### src/sv/ckmc_pkg.sv
// Shared constants, types and helpers for the color key mask and centroid block.
package ckmc_pkg;

    localparam int MaxRows = 4096;
    localparam int MaxCols = 4096;

    localparam int PIX_W      = 8;
    localparam int POS_W      = 12;
    localparam int CNT_W      = 25;
    localparam int SUM_W      = 37;
    localparam int SIZE_W     = 13;
    localparam int THR_W      = 10;
    localparam int CFG_IDX_W  = 3;
    localparam int CFG_DATA_W = 13;
    localparam int S_DATA_W   = 24;
    localparam int M_DATA_W   = 40;

    localparam int QDEPTH  = 4;
    localparam int QPTR_W  = $clog2(QDEPTH);
    localparam int QCNT_W  = $clog2(QDEPTH + 1);

    localparam int DIV_STEPS = POS_W;
    localparam int DIV_CNT_W = $clog2(DIV_STEPS);

    localparam logic [PIX_W-1:0]  MASK_ON  = 8'hFF;
    localparam logic [PIX_W-1:0]  MASK_OFF = 8'h00;

    localparam logic [PIX_W-1:0]  RST_TARGET_CH0 = 8'd255;
    localparam logic [PIX_W-1:0]  RST_TARGET_CH1 = 8'd0;
    localparam logic [PIX_W-1:0]  RST_TARGET_CH2 = 8'd0;
    localparam logic [THR_W-1:0]  RST_THRESHOLD  = 10'd200;
    localparam logic [SIZE_W-1:0] RST_ROWS       = 13'd480;
    localparam logic [SIZE_W-1:0] RST_COLS       = 13'd640;

    localparam logic KIND_MASK     = 1'b0;
    localparam logic KIND_CENTROID = 1'b1;

    typedef enum logic [CFG_IDX_W-1:0] {
        CFG_TARGET_CH0 = 3'd0,
        CFG_TARGET_CH1 = 3'd1,
        CFG_TARGET_CH2 = 3'd2,
        CFG_THRESHOLD  = 3'd3,
        CFG_ROWS       = 3'd4,
        CFG_COLS       = 3'd5
    } t_cfg_idx;

    typedef enum logic [1:0] {
        BK_MASK,
        BK_DIV,
        BK_CENT
    } t_bk_state;

    // one classified pixel on its way to the back end
    typedef struct packed {
        logic             frame_end;
        logic             marked;
        logic [SUM_W-1:0] row_sum;
        logic [SUM_W-1:0] col_sum;
        logic [CNT_W-1:0] count;
    } t_job;

    typedef struct packed {
        logic full;
        logic empty;
    } t_q_stat;

    function automatic logic [SIZE_W-1:0] clamp_size(input logic [SIZE_W-1:0] v,
                                                     input logic [SIZE_W-1:0] max);
        logic [SIZE_W-1:0] r;
        if (v == '0)
            r = SIZE_W'(1);
        else if (v > max)
            r = max;
        else
            r = v;
        return r;
    endfunction

endpackage

### src/sv/ckmc_front.sv
// Front end: config registers, pixel classification, raster position and accumulators.
module ckmc_front import ckmc_pkg::*; (
    input  logic                  i_clk,
    input  logic                  i_rst_n,
    input  logic                  i_cfg_valid,
    input  logic [CFG_IDX_W-1:0]  i_cfg_index,
    input  logic [CFG_DATA_W-1:0] i_cfg_data,
    input  logic                  i_pix_valid,
    input  logic [S_DATA_W-1:0]   i_pix,        // ch0 [7:0], ch1 [15:8], ch2 [23:16]
    output logic                  o_pix_ready,
    input  t_q_stat               i_q_stat,
    output logic                  o_q_push,
    output t_job                  o_q_job
);

    logic [PIX_W-1:0]  r_target0, r_target1, r_target2;
    logic [THR_W-1:0]  r_thr;
    logic [SIZE_W-1:0] r_rows, r_cols;

    logic [POS_W-1:0]  r_row, r_col;
    logic [CNT_W-1:0]  r_count;
    logic [SUM_W-1:0]  r_row_sum, r_col_sum;

    logic [PIX_W-1:0]  p0, p1, p2, d0, d1, d2;
    logic [THR_W-1:0]  l1_dist;
    logic              marked, row_end, frame_end, accept;
    logic [SIZE_W-1:0] rows_eff, cols_eff;
    logic [CNT_W-1:0]  n_count;
    logic [SUM_W-1:0]  n_row_sum, n_col_sum;

    always_ff @(posedge i_clk) begin
        if (!i_rst_n) begin
            r_target0 <= RST_TARGET_CH0;
            r_target1 <= RST_TARGET_CH1;
            r_target2 <= RST_TARGET_CH2;
            r_thr     <= RST_THRESHOLD;
            r_rows    <= RST_ROWS;
            r_cols    <= RST_COLS;
        end else if (i_cfg_valid) begin
            case (t_cfg_idx'(i_cfg_index))
                CFG_TARGET_CH0: r_target0 <= i_cfg_data[PIX_W-1:0];
                CFG_TARGET_CH1: r_target1 <= i_cfg_data[PIX_W-1:0];
                CFG_TARGET_CH2: r_target2 <= i_cfg_data[PIX_W-1:0];
                CFG_THRESHOLD:  r_thr     <= i_cfg_data[THR_W-1:0];
                CFG_ROWS:       r_rows    <= i_cfg_data[SIZE_W-1:0];
                CFG_COLS:       r_cols    <= i_cfg_data[SIZE_W-1:0];
                default: ;
            endcase
        end
    end

    always_comb begin
        p0 = i_pix[PIX_W-1:0];
        p1 = i_pix[2*PIX_W-1:PIX_W];
        p2 = i_pix[3*PIX_W-1:2*PIX_W];
        d0 = (p0 > r_target0) ? p0 - r_target0 : r_target0 - p0;
        d1 = (p1 > r_target1) ? p1 - r_target1 : r_target1 - p1;
        d2 = (p2 > r_target2) ? p2 - r_target2 : r_target2 - p2;
        l1_dist = THR_W'(d0) + THR_W'(d1) + THR_W'(d2);
        marked = (l1_dist >= r_thr);

        rows_eff  = clamp_size(r_rows, SIZE_W'(MaxRows));
        cols_eff  = clamp_size(r_cols, SIZE_W'(MaxCols));
        row_end   = (SIZE_W'(r_col) + SIZE_W'(1)) >= cols_eff;
        frame_end = row_end && ((SIZE_W'(r_row) + SIZE_W'(1)) >= rows_eff);

        n_count   = marked ? r_count + CNT_W'(1) : r_count;
        n_row_sum = marked ? r_row_sum + SUM_W'(r_row) : r_row_sum;
        n_col_sum = marked ? r_col_sum + SUM_W'(r_col) : r_col_sum;

        o_pix_ready = !i_q_stat.full;
        accept      = i_pix_valid && o_pix_ready;
        o_q_push    = accept;

        o_q_job.frame_end = frame_end;
        o_q_job.marked    = marked;
        o_q_job.row_sum   = n_row_sum;
        o_q_job.col_sum   = n_col_sum;
        o_q_job.count     = n_count;
    end

    always_ff @(posedge i_clk) begin
        if (!i_rst_n) begin
            r_row     <= '0;
            r_col     <= '0;
            r_count   <= '0;
            r_row_sum <= '0;
            r_col_sum <= '0;
        end else if (accept) begin
            if (frame_end) begin
                r_row     <= '0;
                r_col     <= '0;
                r_count   <= '0;
                r_row_sum <= '0;
                r_col_sum <= '0;
            end else begin
                r_count   <= n_count;
                r_row_sum <= n_row_sum;
                r_col_sum <= n_col_sum;
                if (row_end) begin
                    r_col <= '0;
                    r_row <= r_row + POS_W'(1);
                end else begin
                    r_col <= r_col + POS_W'(1);
                end
            end
        end
    end

endmodule

### src/sv/ckmc_fifo.sv
// Short job queue between the front and back ends.
module ckmc_fifo import ckmc_pkg::*; (
    input  logic    i_clk,
    input  logic    i_rst_n,
    input  logic    i_push,
    input  t_job    i_job,
    input  logic    i_pop,
    output t_job    o_head,
    output t_q_stat o_stat
);

    t_job              r_mem [QDEPTH];
    logic [QPTR_W-1:0] r_wr, r_rd;
    logic [QCNT_W-1:0] r_cnt;

    always_ff @(posedge i_clk) begin
        if (i_push)
            r_mem[r_wr] <= i_job;
    end

    always_ff @(posedge i_clk) begin
        if (!i_rst_n) begin
            r_wr  <= '0;
            r_rd  <= '0;
            r_cnt <= '0;
        end else begin
            if (i_push)
                r_wr <= r_wr + QPTR_W'(1);
            if (i_pop)
                r_rd <= r_rd + QPTR_W'(1);
            case ({i_push, i_pop})
                2'b10:   r_cnt <= r_cnt + QCNT_W'(1);
                2'b01:   r_cnt <= r_cnt - QCNT_W'(1);
                default: r_cnt <= r_cnt;
            endcase
        end
    end

    assign o_head       = r_mem[r_rd];
    assign o_stat.full  = (r_cnt == QCNT_W'(QDEPTH));
    assign o_stat.empty = (r_cnt == '0);

endmodule

### src/sv/ckmc_back.sv
// Back end: emits mask beats, runs the centroid divider and holds the output register.
module ckmc_back import ckmc_pkg::*; (
    input  logic                i_clk,
    input  logic                i_rst_n,
    input  t_job                i_job,
    input  t_q_stat             i_q_stat,
    output logic                o_pop,
    output logic                o_m_tvalid,
    input  logic                i_m_tready,
    output logic [M_DATA_W-1:0] o_m_tdata,
    output logic                o_m_tuser,
    output logic                o_m_tlast
);

    t_bk_state            r_state, n_state;
    logic                 r_out_valid, n_out_valid;
    logic                 r_out_kind, n_out_kind;
    logic [PIX_W-1:0]     r_out_mask, n_out_mask;
    logic [POS_W-1:0]     r_out_crow, n_out_crow;
    logic [POS_W-1:0]     r_out_ccol, n_out_ccol;
    logic                 r_out_none, n_out_none;
    logic                 r_out_last, n_out_last;

    logic [SUM_W-1:0]     r_rem_row, n_rem_row;
    logic [SUM_W-1:0]     r_rem_col, n_rem_col;
    logic [SUM_W-1:0]     r_dsh, n_dsh;
    logic [POS_W-1:0]     r_q_row, n_q_row;
    logic [POS_W-1:0]     r_q_col, n_q_col;
    logic [DIV_CNT_W-1:0] r_step, n_step;
    logic                 r_none, n_none;

    logic                 out_free, ge_row, ge_col;

    always_ff @(posedge i_clk) begin
        if (!i_rst_n) begin
            r_state     <= BK_MASK;
            r_out_valid <= 1'b0;
        end else begin
            r_state     <= n_state;
            r_out_valid <= n_out_valid;
        end
    end

    always_ff @(posedge i_clk) begin
        r_out_kind <= n_out_kind;
        r_out_mask <= n_out_mask;
        r_out_crow <= n_out_crow;
        r_out_ccol <= n_out_ccol;
        r_out_none <= n_out_none;
        r_out_last <= n_out_last;
        r_rem_row  <= n_rem_row;
        r_rem_col  <= n_rem_col;
        r_dsh      <= n_dsh;
        r_q_row    <= n_q_row;
        r_q_col    <= n_q_col;
        r_step     <= n_step;
        r_none     <= n_none;
    end

    always_comb begin
        n_state     = r_state;
        n_out_valid = r_out_valid;
        n_out_kind  = r_out_kind;
        n_out_mask  = r_out_mask;
        n_out_crow  = r_out_crow;
        n_out_ccol  = r_out_ccol;
        n_out_none  = r_out_none;
        n_out_last  = r_out_last;
        n_rem_row   = r_rem_row;
        n_rem_col   = r_rem_col;
        n_dsh       = r_dsh;
        n_q_row     = r_q_row;
        n_q_col     = r_q_col;
        n_step      = r_step;
        n_none      = r_none;
        o_pop       = 1'b0;

        out_free = !r_out_valid || i_m_tready;
        ge_row   = (r_rem_row >= r_dsh);
        ge_col   = (r_rem_col >= r_dsh);

        if (r_out_valid && i_m_tready)
            n_out_valid = 1'b0;

        case (r_state)
            BK_MASK: begin
                if (!i_q_stat.empty && out_free) begin
                    o_pop       = 1'b1;
                    n_out_valid = 1'b1;
                    n_out_kind  = KIND_MASK;
                    n_out_mask  = i_job.marked ? MASK_ON : MASK_OFF;
                    n_out_crow  = '0;
                    n_out_ccol  = '0;
                    n_out_none  = 1'b0;
                    n_out_last  = !i_job.frame_end;
                    if (i_job.frame_end) begin
                        // quotient is a mean of 12-bit positions, so 12 bits suffice
                        n_rem_row = i_job.row_sum;
                        n_rem_col = i_job.col_sum;
                        n_dsh     = SUM_W'(i_job.count) << (DIV_STEPS - 1);
                        n_none    = (i_job.count == '0);
                        n_step    = DIV_CNT_W'(DIV_STEPS - 1);
                        n_state   = BK_DIV;
                    end
                end
            end
            BK_DIV: begin
                if (ge_row)
                    n_rem_row = r_rem_row - r_dsh;
                if (ge_col)
                    n_rem_col = r_rem_col - r_dsh;
                n_q_row = {r_q_row[POS_W-2:0], ge_row};
                n_q_col = {r_q_col[POS_W-2:0], ge_col};
                n_dsh   = r_dsh >> 1;
                if (r_step == '0)
                    n_state = BK_CENT;
                else
                    n_step = r_step - DIV_CNT_W'(1);
            end
            BK_CENT: begin
                if (out_free) begin
                    n_out_valid = 1'b1;
                    n_out_kind  = KIND_CENTROID;
                    n_out_mask  = MASK_OFF;
                    n_out_crow  = r_none ? '0 : r_q_row;
                    n_out_ccol  = r_none ? '0 : r_q_col;
                    n_out_none  = r_none;
                    n_out_last  = 1'b1;
                    n_state     = BK_MASK;
                end
            end
            default: n_state = BK_MASK;
        endcase
    end

    assign o_m_tvalid = r_out_valid;
    assign o_m_tuser  = r_out_kind;
    assign o_m_tlast  = r_out_last;
    assign o_m_tdata  = {7'b0, r_out_none, r_out_ccol, r_out_crow, r_out_mask};

endmodule

### src/sv/color_key_mask_centroid.sv
// Top level of the color key mask and centroid block.
// Pixels arrive in raster order, one per beat, and each gives one mask beat (0 near the
// target color, 255 otherwise) in the same order. The last pixel of a frame gives a
// second beat, tuser high, with the truncated mean row and column of the 255 pixels,
// or zeros and no_pixels set when there were none; that beat carries tlast. The front
// end takes one pixel per cycle while the four-entry job queue has room; the back end
// emits one mask beat per cycle while jobs are queued and the output is accepted, and a
// frame end costs it the mask beat, 12 steps of the shared restoring divider that forms
// both means, and the centroid beat. No queue entry is popped meanwhile, so the pixels
// after a frame end wait once the queue is full. No clearing pass after reset. Config
// writes are taken at any time and must only be made while the block is idle.
module color_key_mask_centroid import ckmc_pkg::*; (
    input  logic                  i_clk,
    input  logic                  i_rst_n,
    input  logic                  i_cfg_valid,
    output logic                  o_cfg_ready,
    input  logic [CFG_IDX_W-1:0]  i_cfg_index,
    input  logic [CFG_DATA_W-1:0] i_cfg_data,
    input  logic                  i_s_tvalid,
    output logic                  o_s_tready,
    input  logic [S_DATA_W-1:0]   i_s_tdata,   // pixel_ch0, pixel_ch1, pixel_ch2
    output logic                  o_m_tvalid,
    input  logic                  i_m_tready,
    output logic [M_DATA_W-1:0]   o_m_tdata,   // mask_value, centroid_row, centroid_col,
                                               // no_pixels, zero pad
    output logic                  o_m_tuser,   // result_kind
    output logic                  o_m_tlast    // last_result
);

    t_job    q_in_job, q_head;
    t_q_stat q_stat;
    logic    q_push, q_pop;

    assign o_cfg_ready = 1'b1;

    ckmc_front u_front (
        .i_clk       (i_clk),
        .i_rst_n     (i_rst_n),
        .i_cfg_valid (i_cfg_valid),
        .i_cfg_index (i_cfg_index),
        .i_cfg_data  (i_cfg_data),
        .i_pix_valid (i_s_tvalid),
        .i_pix       (i_s_tdata),
        .o_pix_ready (o_s_tready),
        .i_q_stat    (q_stat),
        .o_q_push    (q_push),
        .o_q_job     (q_in_job)
    );

    ckmc_fifo u_fifo (
        .i_clk   (i_clk),
        .i_rst_n (i_rst_n),
        .i_push  (q_push),
        .i_job   (q_in_job),
        .i_pop   (q_pop),
        .o_head  (q_head),
        .o_stat  (q_stat)
    );

    ckmc_back u_back (
        .i_clk      (i_clk),
        .i_rst_n    (i_rst_n),
        .i_job      (q_head),
        .i_q_stat   (q_stat),
        .o_pop      (q_pop),
        .o_m_tvalid (o_m_tvalid),
        .i_m_tready (i_m_tready),
        .o_m_tdata  (o_m_tdata),
        .o_m_tuser  (o_m_tuser),
        .o_m_tlast  (o_m_tlast)
    );

    // a centroid beat always closes the results of its pixel
    a_cent_last: assert property (@(posedge i_clk) disable iff (!i_rst_n)
        (o_m_tvalid && o_m_tuser) |-> o_m_tlast)
        else $error("centroid beat without tlast");

    // empty frame gives zero centroid and zero mask
    a_empty_zero: assert property (@(posedge i_clk) disable iff (!i_rst_n)
        (o_m_tvalid && o_m_tuser && o_m_tdata[32]) |-> (o_m_tdata[31:0] == '0))
        else $error("empty frame with nonzero centroid");

    // mask beats carry only 0 or 255 and no centroid fields
    a_mask_form: assert property (@(posedge i_clk) disable iff (!i_rst_n)
        (o_m_tvalid && !o_m_tuser) |->
            ((o_m_tdata[7:0] == MASK_ON || o_m_tdata[7:0] == MASK_OFF)
             && o_m_tdata[32:8] == '0))
        else $error("malformed mask beat");

endmodule

### config.mk
export PLATFORM = sky130hd
export DESIGN_NAME = color_key_mask_centroid
export DESIGN_NICKNAME = d
export VERILOG_FILES = /design/src/sv/ckmc_pkg.sv /design/src/sv/ckmc_front.sv /design/src/sv/ckmc_fifo.sv /design/src/sv/ckmc_back.sv /design/src/sv/color_key_mask_centroid.sv
export SDC_FILE = /design/constraint.sdc
export NUM_CORES = 1
export LEC_CHECK = 0
export BUFFER_PORTS_ARGS = -buffer_cell sky130_fd_sc_hd__buf_2
export CAP_MARGIN = 30
export CORE_UTILIZATION = 40
export CTS_CLUSTER_SIZE = 14
export DETAILED_ROUTE_END_ITERATION = 7
export GPL_ROUTABILITY_DRIVEN = 0
export MAX_ROUTING_LAYER = met4
export PLACE_DENSITY = 0.59
export SETUP_SLACK_MARGIN = 0.02
export SYNTH_ARGS = -nofsm -noshare
export SYNTH_HDL_FRONTEND = slang
export SYNTH_SLANG_ARGS = --single-unit
### constraint.sdc
create_clock -name i_clk -period 9.85 [get_ports i_clk]
set_input_delay 1.97 -clock i_clk [delete_from_list [all_inputs] [get_ports i_clk]]
set_output_delay 1.97 -clock i_clk [all_outputs]
set_load 0.1 [all_outputs]
==> impl_metrics.env <==
export IMPL_grt_pass1_vias=26119
export IMPL_clkTransAtPathRegs_ps=60
export IMPL_hold_path_class="reg -> reg"
export IMPL_peakVddDrop_uv=344
export IMPL_clock_fmax_ghz=0.122
export IMPL_num_rows=114
export IMPL_ys_seq_area_share_pct=53.2
export IMPL_syn_cell_area_sq_um=39600
export IMPL_hold_path_depth=0
export IMPL_htree_levels=3
export IMPL_avgViaCountPerCell=5.57
export IMPL_worstSetupPathType="in -> reg"
export IMPL_p_leak_uw=0.0166
export IMPL_period_needed_ps=8210
export IMPL_cp_start_kind="input port"
export IMPL_worst_slack_ps=1640
export IMPL_tightestPinTransition_ps=1030
export IMPL_drv_cap=0
export IMPL_cts_tree="yes"
export IMPL_arrival_ps=8650
export IMPL_yosysWarnings=0
export IMPL_cp_slowest_cell="nor3_1"
export IMPL_nNetsFinal=3770
export IMPL_rsz0062_at_grt="false"
export IMPL_hold_violations=0
export IMPL_initial_core_util_pct=40.7
export IMPL_skew_ps=28.5
export IMPL_post_route_period_util_pct=83.4
export IMPL_die_w_um=317
export IMPL_clk_latency_ps=650
export IMPL_dp_hpwl_mm=69.6
export IMPL_holdBufCountCts=0
export IMPL_p_per_area_nw_per_um2=334
export IMPL_wl_mm=101
export IMPL_cpPeakStageDelay_ps=710
export IMPL_cts_setup_buffers=0
export IMPL_post_synth_num_cell_types=83
export IMPL_wl_per_cell_um=20.8
export IMPL_portBuffers=81
export IMPL_design_area_sq_um=44300
export IMPL_clock_path_buffers=3
export IMPL_regToRegEndpoint="u_fifo.r_mem[3][85]$_DFFE_PP_"
export IMPL_cts_resized=0
export IMPL_crit_required_ps=10280
export IMPL_overflow=0
export IMPL_area_growth_pct=12.0
export IMPL_dieArea_sq_um=100000
export IMPL_finalPower_uw=14800
export IMPL_max_slew_margin_pct=31.2
export IMPL_cts_root_buf="clkbuf_16"
export IMPL_core_area_sq_um=97300
export IMPL_avgSynthCellArea_sq_um=11.4
export IMPL_groute_usage_overall_pct=20.8
export IMPL_finalMaxSlewViolations=0
export IMPL_grt_pass1_wl_mm=155
export IMPL_drt_iter0_drc=2263
export IMPL_ys_ff_latch=766
export IMPL_cp_max_fo=36
export IMPL_min_from="u_back.r_q_col[6]$_DFFE_PP_"
export IMPL_drtAntennaViolNets=0
export IMPL_drive_gt1_share_pct=11.9
export IMPL_die_y_um=317
export IMPL_cts_buffers=83
export IMPL_ys_async_sr_fraction_pct=0
export IMPL_synth_edf_count=571
export IMPL_place_area_sq_um=41300
export IMPL_final_cells=4857
export IMPL_netlist_instances=3458
export IMPL_min_to="u_back.r_q_col[7]$_DFFE_PP_"
export IMPL_dp_cells=4699
export IMPL_num_vias=27061
export IMPL_rr_startpoint="u_front.r_target1[0]$_SDFFE_PN0P_"
export IMPL_end_kind="register"
export IMPL_r2r_cells=28
export IMPL_tns_ps=0
export IMPL_dp_slack_ps=1050
export IMPL_drc=0
export IMPL_r2r_slack_ps=2730
export IMPL_grt_max_degree=93
export IMPL_finalSetupViolCount=0
export IMPL_antenna_found_initial=3
export IMPL_clock_sinks=766
export IMPL_boundaryPins=90
export IMPL_outcome="finished clean"
export IMPL_ys_flop_type="edfxtp_1"
export IMPL_drt_first_pass_iters=6
## flip-flops by register name, indices dropped and copies added (netlist names), 10 cells and up, named ones only
| name | flops |
|---|---|
| u_front.r_row | 12 |
| u_front.r_thr | 10 |
| u_back.r_out_ccol | 12 |
| u_front.r_col_sum | 37 |
| u_back.r_rem_row | 37 |
| u_front.r_cols | 13 |
| u_back.r_out_crow | 12 |
| u_front.r_row_sum | 37 |
| u_front.r_rows | 13 |
| u_back.r_dsh | 36 |
| u_back.r_q_col | 12 |
| u_fifo.r_mem | 404 |
| u_front.r_count | 25 |
| u_back.r_q_row | 12 |
| u_back.r_rem_col | 37 |
| u_front.r_col | 12 |
## cells by family after synthesis
logic type	Yosys count	synth area share [%]
fa+ha+maj	215	7.05
simple gates	1011	12.4
mux	135	6.66
other cells	2	0.0190
flops	766	53.2
compound gates	773	12.5
xor+xnor	209	4.63
buf+inv	347	3.55
## synth_stat cells, types with 17 or more instances
cell type / count / area (sq um)
nor3_1: 62 / 310
nand2_1: 366 / 1370
nand3_1: 93 / 465
nand3b_1: 25 / 188
a21o_1: 71 / 533
and3_1: 54 / 338
o21bai_1: 17 / 128
mux4_2: 101 / 2270
clkbuf_1: 119 / 447
nand4_1: 49 / 307
nor4_1: 30 / 188
a21oi_1: 227 / 1140
o21a_1: 29 / 218
mux2i_1: 18 / 180
inv_1: 178 / 668
dfxtp_1: 195 / 3900
buf_1: 17 / 63.8
or3_1: 22 / 138
o21ai_0: 181 / 906
xnor2_1: 120 / 1050
o211ai_1: 38 / 285
edfxtp_1: 571 / 17100
a31oi_1: 37 / 231
a211oi_1: 20 / 150
xor2_1: 89 / 780
and2_1: 51 / 319
o31ai_1: 22 / 165
nor2_1: 165 / 619
ha_1: 202 / 2530
nand2b_1: 27 / 169
## how the worst max path moves through the flow
| stage | end | depth (start not counted) | startpoint |
|---|---|---|---|
| after detailed placement | u_fifo.r_mem[1][85]$_DFFE_PP_ | 30 | i_s_tdata[8] |
| after global routing | u_fifo.r_mem[0][85]$_DFFE_PP_ | 30 | i_s_tdata[8] |
| final | u_fifo.r_mem[3][85]$_DFFE_PP_ | 30 | i_s_tdata[8] |
| after floorplan | u_fifo.r_mem[0][35]$_DFFE_PP_ | 33 | i_s_tdata[8] |
| after CTS | u_fifo.r_mem[3][85]$_DFFE_PP_ | 30 | i_s_tdata[8] |
| after global placement | u_fifo.r_mem[0][85]$_DFFE_PP_ | 30 | i_s_tdata[8] |
## routing by layer
| metal | vias to the layer above | part of all wire [%] | wire (um) | track usage, % |
|---|---|---|---|---|
| met5 | - | 0 | 0 | - |
| met4 | 0 | 3.0 | 2990 | 6.80 |
| met3 | 169 | 4.7 | 4730 | 2.57 |
| met2 | 655 | 46 | 46500 | 32.1 |
| met1 | 13247 | 46 | 46700 | 28.4 |
| li1 | 12990 | - | - | - |
## power by group
part,internal (uW),leakage [uW],total [uW],switching (uW)
Sequential,4470,0.00708,4670,196
Clock,2010,0.00140,3380,1370
Combinational,2230,0.00813,6750,4520
Total,8710,0.0166,14800,6090
## area by class of cell
cell class | count | area (sq um)
fillers | 8994 | 53000
flip-flops and latches | 766 | 21100
multi-input cells | 2351 | 17200
clock buffers | 94 | 2140
well taps | 1276 | 1600
clock inverters | 61 | 818
repair buffers | 128 | 815
inverters | 180 | 681
diodes | 1 | 2.50
## through the flow
stage | hold WS, ps | util [%]
after floorplan | 417 | -
after global placement | 421 | 42.4
after detailed placement | 426 | 42.4
after CTS | 441 | 45.5
after global routing | 454 | 45.5
final | 443 | 45.5
## placed cells by master (no fill, tap or decap), types with 62 or more instances in the layout
cell	instances
xnor2_1	120
nand2_1	366
ha_1	202
nor2_1	164
buf_2	81
xor2_1	89
inv_1	175
mux4_2	101
a21o_1	71
clkbuf_16	83
dfxtp_1	193
a21oi_1	226
o21ai_0	180
nand3_1	93
nor3_1	62
edfxtp_1	571
## critical path: cells and delay by family
| family | cells | cell delay [ps] |
|---|---|---|
| fa+ha+maj | 5 | 1620 |
| xor+xnor | 2 | 390 |
| compound gates | 12 | 2440 |
| mux | 1 | 280 |
| buf+inv | 6 | 610 |
| simple gates | 4 | 1330 |
Note: power is estimated with default switching activity, not from simulation.
